File: src/rtl/wra_pkg.sv
// Shared types, constants and tables for the weighted Rayleigh accumulator.
// No dependencies.
`default_nettype none
package wra_pkg;

  localparam int unsigned BINS_DEF         = 288;
  localparam int unsigned CORDIC_STEPS_DEF = 16;

  localparam logic [32:0] EPOCH_PHASE = 33'd1072821600;  // solar epoch less 26 h shift
  localparam logic [32:0] EPOCH_SID   = 33'd1104537600;

  localparam logic [127:0] SID_RATE_W = (128'd10 << 64) / 128'd861642;
  localparam logic [127:0] SID_OFS_W  = (128'd314971 << 64) / 128'd3600000;
  localparam logic [63:0]  SID_RATE   = SID_RATE_W[63:0];
  localparam logic [63:0]  SID_OFFSET = SID_OFS_W[63:0];

  localparam logic signed [33:0] CORDIC_X0 = 34'sd652032874;

  localparam logic [1:0] REQ_TBL = 2'd0;
  localparam logic [1:0] REQ_EVT = 2'd1;
  localparam logic [1:0] REQ_CLR = 2'd2;

  localparam logic [1:0] CFG_DAY_RATE = 2'd0;
  localparam logic [1:0] CFG_T_START  = 2'd1;
  localparam logic [1:0] CFG_T_END    = 2'd2;
  localparam logic [1:0] CFG_ZEN_LIM  = 2'd3;

  typedef enum logic [2:0] {
    MS_PH_LO = 3'd0,
    MS_PH_HI = 3'd1,
    MS_SD0   = 3'd2,
    MS_SD1   = 3'd3,
    MS_SD2   = 3'd4,
    MS_BIN   = 3'd5,
    MS_WC    = 3'd6,
    MS_WS    = 3'd7
  } mul_sel_e;

  typedef struct packed {
    logic     tbl_we;
    logic     clr;
    logic     set_past;
    logic     ld_in;
    logic     mul_en;
    mul_sel_e mul_sel;
    logic     rd;
    logic     cinit;
    logic     cstep;
    logic [4:0] step;
    logic     q15;
    logic     acc;
    logic     out_ld;
    logic     out_acc;
  } wra_cmd_t;

  typedef struct packed {
    logic ev_ok;
    logic ev_late;
  } wra_sts_t;

  // arctangent of 2^-i in turns * 2^32
  function automatic logic signed [32:0] wra_atan(input logic [4:0] i);
    logic [31:0] v;
    case (i)
      5'd0:  v = 32'h20000000;
      5'd1:  v = 32'h12E4051E;
      5'd2:  v = 32'h09FB385B;
      5'd3:  v = 32'h051111D4;
      5'd4:  v = 32'h028B0D43;
      5'd5:  v = 32'h0145D7E1;
      5'd6:  v = 32'h00A2F61E;
      5'd7:  v = 32'h00517C55;
      5'd8:  v = 32'h0028BE53;
      5'd9:  v = 32'h00145F2F;
      5'd10: v = 32'h000A2F98;
      5'd11: v = 32'h000517CC;
      5'd12: v = 32'h00028BE6;
      5'd13: v = 32'h000145F3;
      5'd14: v = 32'h0000A2FA;
      5'd15: v = 32'h0000517D;
      5'd16: v = 32'h000028BE;
      5'd17: v = 32'h0000145F;
      5'd18: v = 32'h00000A30;
      5'd19: v = 32'h00000518;
      5'd20: v = 32'h0000028C;
      5'd21: v = 32'h00000146;
      5'd22: v = 32'h000000A3;
      5'd23: v = 32'h00000051;
      default: v = 32'h0;
    endcase
    return $signed({1'b0, v});
  endfunction

endpackage
`default_nettype wire

File: src/rtl/wra_ctrl.sv
// Controller: request decode and step sequencing for the datapath.
// Depends on wra_pkg.
`default_nettype none
module wra_ctrl #(
  parameter int unsigned CORDIC_STEPS = wra_pkg::CORDIC_STEPS_DEF
) (
  input  wire logic              clk_i,
  input  wire logic              rst_ni,
  input  wire logic              in_valid_i,
  output logic                   in_stall_o,
  input  wire logic [1:0]        req_type_i,
  output logic                   out_valid_o,
  input  wire logic              out_stall_i,
  input  wire wra_pkg::wra_sts_t sts_i,
  output wra_pkg::wra_cmd_t      cmd_o
);
  import wra_pkg::*;

  localparam int unsigned SW = $clog2(CORDIC_STEPS);

  typedef enum logic [10:0] {
    S_IDLE  = 11'b000_0000_0001,
    S_MUL   = 11'b000_0000_0010,
    S_BINC  = 11'b000_0000_0100,
    S_RD    = 11'b000_0000_1000,
    S_ROT   = 11'b000_0001_0000,
    S_Q15   = 11'b000_0010_0000,
    S_MWC   = 11'b000_0100_0000,
    S_MWS   = 11'b000_1000_0000,
    S_TWAIT = 11'b001_0000_0000,
    S_ACC   = 11'b010_0000_0000,
    S_DONE  = 11'b100_0000_0000
  } state_e;

  state_e state_q, state_d;
  logic [2:0] mcnt_q, mcnt_d;
  logic [SW-1:0] step_q, step_d;
  logic acc_q, acc_d;
  logic ov_q, ov_d;
  logic take;

  assign in_stall_o  = (state_q != S_IDLE);
  assign out_valid_o = ov_q;
  assign take        = in_valid_i && (state_q == S_IDLE);

  always_comb begin
    state_d = state_q;
    mcnt_d  = mcnt_q;
    step_d  = step_q;
    acc_d   = acc_q;
    ov_d    = ov_q && out_stall_i;
    cmd_o   = '0;
    cmd_o.mul_sel = mul_sel_e'(mcnt_q);
    cmd_o.step    = 5'(step_q);
    cmd_o.out_acc = acc_q;
    unique case (state_q)
      S_IDLE: begin
        if (take) begin
          cmd_o.ld_in = 1'b1;
          acc_d   = 1'b0;
          state_d = S_DONE;
          case (req_type_i)
            REQ_TBL: cmd_o.tbl_we = 1'b1;
            REQ_CLR: cmd_o.clr = 1'b1;
            REQ_EVT: begin
              cmd_o.set_past = sts_i.ev_late;
              if (sts_i.ev_ok) begin
                acc_d   = 1'b1;
                mcnt_d  = 3'd0;
                state_d = S_MUL;
              end
            end
            default: ;
          endcase
        end
      end
      S_MUL: begin
        cmd_o.mul_en = 1'b1;
        mcnt_d = mcnt_q + 3'd1;
        if (mul_sel_e'(mcnt_q) == MS_BIN) state_d = S_BINC;
      end
      S_BINC: state_d = S_RD;
      S_RD: begin
        cmd_o.rd    = 1'b1;
        cmd_o.cinit = 1'b1;
        step_d  = '0;
        state_d = S_ROT;
      end
      S_ROT: begin
        cmd_o.cstep = 1'b1;
        step_d = step_q + 1'b1;
        if (step_q == SW'(CORDIC_STEPS - 1)) state_d = S_Q15;
      end
      S_Q15: begin
        cmd_o.q15 = 1'b1;
        state_d = S_MWC;
      end
      S_MWC: begin
        cmd_o.mul_en  = 1'b1;
        cmd_o.mul_sel = MS_WC;
        state_d = S_MWS;
      end
      S_MWS: begin
        cmd_o.mul_en  = 1'b1;
        cmd_o.mul_sel = MS_WS;
        state_d = S_TWAIT;
      end
      S_TWAIT: state_d = S_ACC;
      S_ACC: begin
        cmd_o.acc = 1'b1;
        state_d = S_DONE;
      end
      S_DONE: begin
        if (!ov_q || !out_stall_i) begin
          cmd_o.out_ld = 1'b1;
          ov_d    = 1'b1;
          state_d = S_IDLE;
        end
      end
      default: state_d = S_IDLE;
    endcase
  end

  always_ff @(posedge clk_i or negedge rst_ni) begin
    if (!rst_ni) begin
      state_q <= S_IDLE;
      mcnt_q  <= '0;
      step_q  <= '0;
      acc_q   <= 1'b0;
      ov_q    <= 1'b0;
    end else begin
      state_q <= state_d;
      mcnt_q  <= mcnt_d;
      step_q  <= step_d;
      acc_q   <= acc_d;
      ov_q    <= ov_d;
    end
  end

endmodule
`default_nettype wire

File: config.mk
export PLATFORM = sky130hd
export DESIGN_NAME = wra_ctrl
export DESIGN_NICKNAME = d
export VERILOG_FILES = /design/src/rtl/wra_pkg.sv /design/src/rtl/wra_ctrl.sv
export SDC_FILE = /design/constraint.sdc
export NUM_CORES = 1
export LEC_CHECK = 0
export BUFFER_PORTS_ARGS = -buffer_cell sky130_fd_sc_hd__buf_2
export CAP_MARGIN = 5
export CORE_UTILIZATION = 29
export CTS_CLUSTER_SIZE = 14
export DETAILED_ROUTE_END_ITERATION = 8
export GPL_ROUTABILITY_DRIVEN = 0
export PLACE_DENSITY = 0.5
export SYNTH_ARGS = -nofsm -noshare
export SYNTH_HDL_FRONTEND = slang
export SYNTH_SLANG_ARGS = --single-unit
export TNS_END_PERCENT = 1
File: constraint.sdc
create_clock -name clk_i -period 2.2 [get_ports clk_i]
set_clock_uncertainty 0.1 [all_clocks]
set_input_delay 0.11 -clock clk_i [delete_from_list [all_inputs] [get_ports clk_i]]
set_output_delay 0.11 -clock clk_i [all_outputs]
set_load 0.01 [all_outputs]
==> After elaboration in Yosys (flattened, before gate mapping) <==
Cells that the tools add are included.
W data, S select, Z words.
{ "op_classes": {"addsub": 2, "n_eq_ne": 22, "n_mux": 29, "n_reduce_logical": 12} }
{ "op_table": {"columns": ["operator", "n"], "rows": [
  ["$pmux W11 S11", 1],
  ["$mux W11", 6],
  ["$mux W1", 13],
  ["$pmux W3 S2", 2],
  ["$eq A11 B1 Y1 const B", 1],
  ["$eq A11 B10 Y1 const B", 1],
  ["$eq A11 B11 Y1 const B", 1],
  ["$eq A11 B2 Y1 const B", 1],
  ["$eq A11 B3 Y1 const B", 1],
  ["$eq A11 B4 Y1 const B", 1],
  ["$eq A11 B5 Y1 const B", 1],
  ["$eq A11 B6 Y1 const B", 1],
  ["$eq A11 B7 Y1 const B", 1],
  ["$eq A11 B8 Y1 const B", 1],
  ["$eq A11 B9 Y1 const B", 1],
  ["$ne A11 B1 Y1 const B", 1],
  ["$ne A2 B2 Y1 const B", 5],
  ["$mux W3", 3],
  ["$mux W4", 2],
  ["$pmux W4 S2", 1],
  ["$reduce_and A4 Y1", 2],
  ["$add A4 B1 Y4 const B", 1],
  ["$eq A4 B4 Y1 const B", 1],
  ["$reduce_bool A2 Y1", 2],
  ["12 further kinds", 14]
]} }
{ "word_totals": {"register_bits": 20} }

==> Logic depth before layout (Yosys ltp) <==
{ "depth": {"word_depth": 4, "depth_mapped": 7, "depth_no_buf": 7} }

==> Worst setup path after synthesis <==
OpenSTA, ideal clock, no wires.
{ "synth_path": {"path_kind": "register -> output", "start": "reg state_q[6]", "end": "out cmd_o[11] in the netlist's numbering", "arrival_ps": 2050, "setup_slack_ps": -60, "path_stages_with_launch": 7, "cell_sequence": "dfrtp_1 buf_6 or4_4 or3_1 or4_1 inv_1 buf_4"} }
{ "synth_lines": {"columns": ["element", "line_no", "rtl"], "rows": [
  ["start: declaration", "wra_ctrl.sv:35", "state_e state_q, state_d;"],
  ["start signal: assignment", "wra_ctrl.sv:132", "state_q <= state_d;"],
  ["end: declaration", "wra_ctrl.sv:15", "output wra_pkg::wra_cmd_t cmd_o"]
]} }

==> run summary <==
Status: complete, but fails checks
Failing checks: setup timing
Sequential fraction of the synthesis area: 39.9%
FMAX: 421 MHz
Total CTS buffers: 3
Synth Instances: 148
Pre-antenna DRT Iters: 4
Initial DRC count: 59
Final std cells w/o fill: 234
Area Overhead vs Synth: 31.9%
Crit-path max FO: 3
Worst setup EP type: output port
# DRC: 0
Final Util: 40.6%
#FFs+latches synth: 20
Ys async rst share: 100%
Hold Path Stages: 3
Syn Area/Cell: 8.50 um2
Initial antenna violation count: 0
First-pass GRT wire length: 5230 um
Share of the synthesized area in the top cell type: 37.8%
Ys flop type: dfrtp_1
Hold path endpoint: acc_q
Main area contributors after synthesis: dfrtp_1, o21ai_0, nor2_1
Top post-synthesis cells by count: dfrtp_1, nor2_1, nand2_1, o21ai_0, clkbuf_1
Mapped Nets: 159
Share of post-route cells with drive strength above 1: 37.0%
GRT Util Overall: 15.2%
Worst hold path type: in2reg
Final Critical Period: 2370 ps
Final Max Slew Viols: 0
Synth warn: 0
Number of synthesized flops with an enable pin: 0
HP Start: sts_i[1]
CTS tree: yes
Final nets: 196
Cell area power density: 842 nW/um2
VDD IR max: 254 uV
Worst R2R Path Depth: 8
Largest net degree at the start of global routing: 21
H-tree depth: 1
I/O pin cnt: 30
# diodes: 0
Core Area: 4090 um2
Clock latency on the worst-skew pair: 260 ps
Clock sink total: 20
Vias: 1,172
CTS root buf: clkbuf_8
Die Wd: 67.9 um
Reg2reg end: mcnt_q[2]
LEAKAGE: 0.838 nW
Most numerous cell in the Yosys netlist: dfrtp_1
R2R Setup Slk: -80 ps
Critical Path Start Type: flip-flop
Post-DRT Antenna Nets: 0
Vert. Die Dim: 67.9 um
Routed len/inst: 13.5 um
Setup violators final: 7
Cells after DPL: 226
Hpwl dp: 2370 um
Initial Utilization: 30.8%
Global route overflow: 0
WP data arrival: 2160 ps
Final period util: 108%
Max-cap check violation count: 0
Vias in the first global route: 1,120
Synth unique cells: 41
Top cell type by total area after synthesis: dfrtp_1
Mapped cell area: 1260 um2
Port bufs: 28
Total Power: 1.40 mW
RSZ-0062 raised after global routing: yes
WL final: 3170 um
Crit Path Category: reg2out
Required @ worst endpoint: 1990 ps
Die area: 4610 um2
Setup ws final: -174 ps
R2R Path Start: state_q[5]
Final hold viol count: 0
CTS max path bufs: 2
Vias/cell: 5.01
Reg clk slew, reported paths: 80 ps
FP Rows: 23
-- cell families (layout without fill, tap and decap cells) --
group / after synthesis / in the layout / share of synthesized area, %
DFF: 20 / 20 / 39.9
and+or+nand+nor: 68 / 68 / 29.8
xor gates and xnor gates: 7 / 7 / 4.87
adders and majority gates: 3 / 3 / 2.98
AOI/OAI and AO/OA: 27 / 27 / 12.9
buffers and inverters: 21 / 57 / 8.45
other: 1 / 1 / 0.298
muxes: 1 / 1 / 0.795
-- worst max-delay path, stage by stage, from the launching register on --
cell	delay, ps
dfrtp_1	380
or4_4	540
or3_4	340
or4_4	450
inv_2	70
buf_2	120
-- cell type report --
class / instances / area, um2
clock buffer: 4 / 45.0
tap: 50 / 62.6
fill: 425 / 2430
multi-input combinational: 107 / 741
inverter: 7 / 26.3
sequential: 20 / 502
timing repair buffer: 46 / 284
-- worst max-delay path by stage --
stage / from / to / slack [ps] / depth (start not counted)
2_1_floorplan: state_q[7] / cmd_o[11] / -20 / 6
3_3_place_gp: state_q[7] / cmd_o[11] / 120 / 5
3_5_place_dp: state_q[7] / step_q[3] / 60 / 5
4_1_cts: state_q[5] / cmd_o[11] / -180 / 5
5_1_grt: state_q[5] / cmd_o[17] / -230 / 6
6_report: state_q[5] / cmd_o[11] / -170 / 5
-- per-stage QoR --
stage	hold WS [ps]	setup TNS [ps]	cell area, um2	setup WS [ps]
floorplan	-286	-19.9	1270	-19.9
global placement	-6.90	0	1490	115
detailed placement	-1.44	0	1490	58.4
CTS	110	-1050	1610	-182
global route	150	-1740	1660	-232
finish	114	-874	1660	-174
-- per-layer routing --
metal / vias up / track usage (%) / part of all wire [%] / wire length [um]
met4: 0 / 4.69 / 1.0 / 33
met5: - / 0 / 0 / 0
met3: 5 / 2.67 / 3.6 / 114
met2: 23 / 25.2 / 48 / 1530
li1: 586 / - / - / -
met1: 558 / 19.9 / 47 / 1490
-- what timing repair did --
action / 4_1_cts / 5_1_grt
hold buffers: 2 / 0
resized for setup: 10 / 12
buffers inserted: 2 / 0
endpoints found under the setup margin: 8 / 18
pin swaps: 1 / 2
hold endpoints to repair: 20 / 0
gates cloned: 0 / 0
-- layout by cell type (no fill, tap or decap), types with 4 or more instances in the layout --
master,instances
nand3_1,4
o21ai_0,7
dfrtp_1,19
buf_4,15
nor2b_1,4
inv_1,5
nand2b_1,4
xor2_1,5
nor3b_1,4
buf_2,28
nor2_1,11
nand2_1,10
or4_4,5
o21ai_1,6
-- registers in the layout, indices dropped and copies added, names as in the netlist --
register,flops
mcnt_q,3
out_valid_o,1
step_q,4
state_q,11
acc_q,1
-- report_power, final --
group          switching, mW  internal, mW  total (mW)
clock network          0.127         0.129       0.256
logic                  0.338         0.301       0.639
registers             0.0667         0.436       0.503
No activity file was read; power rests on OpenSTA's default activity.
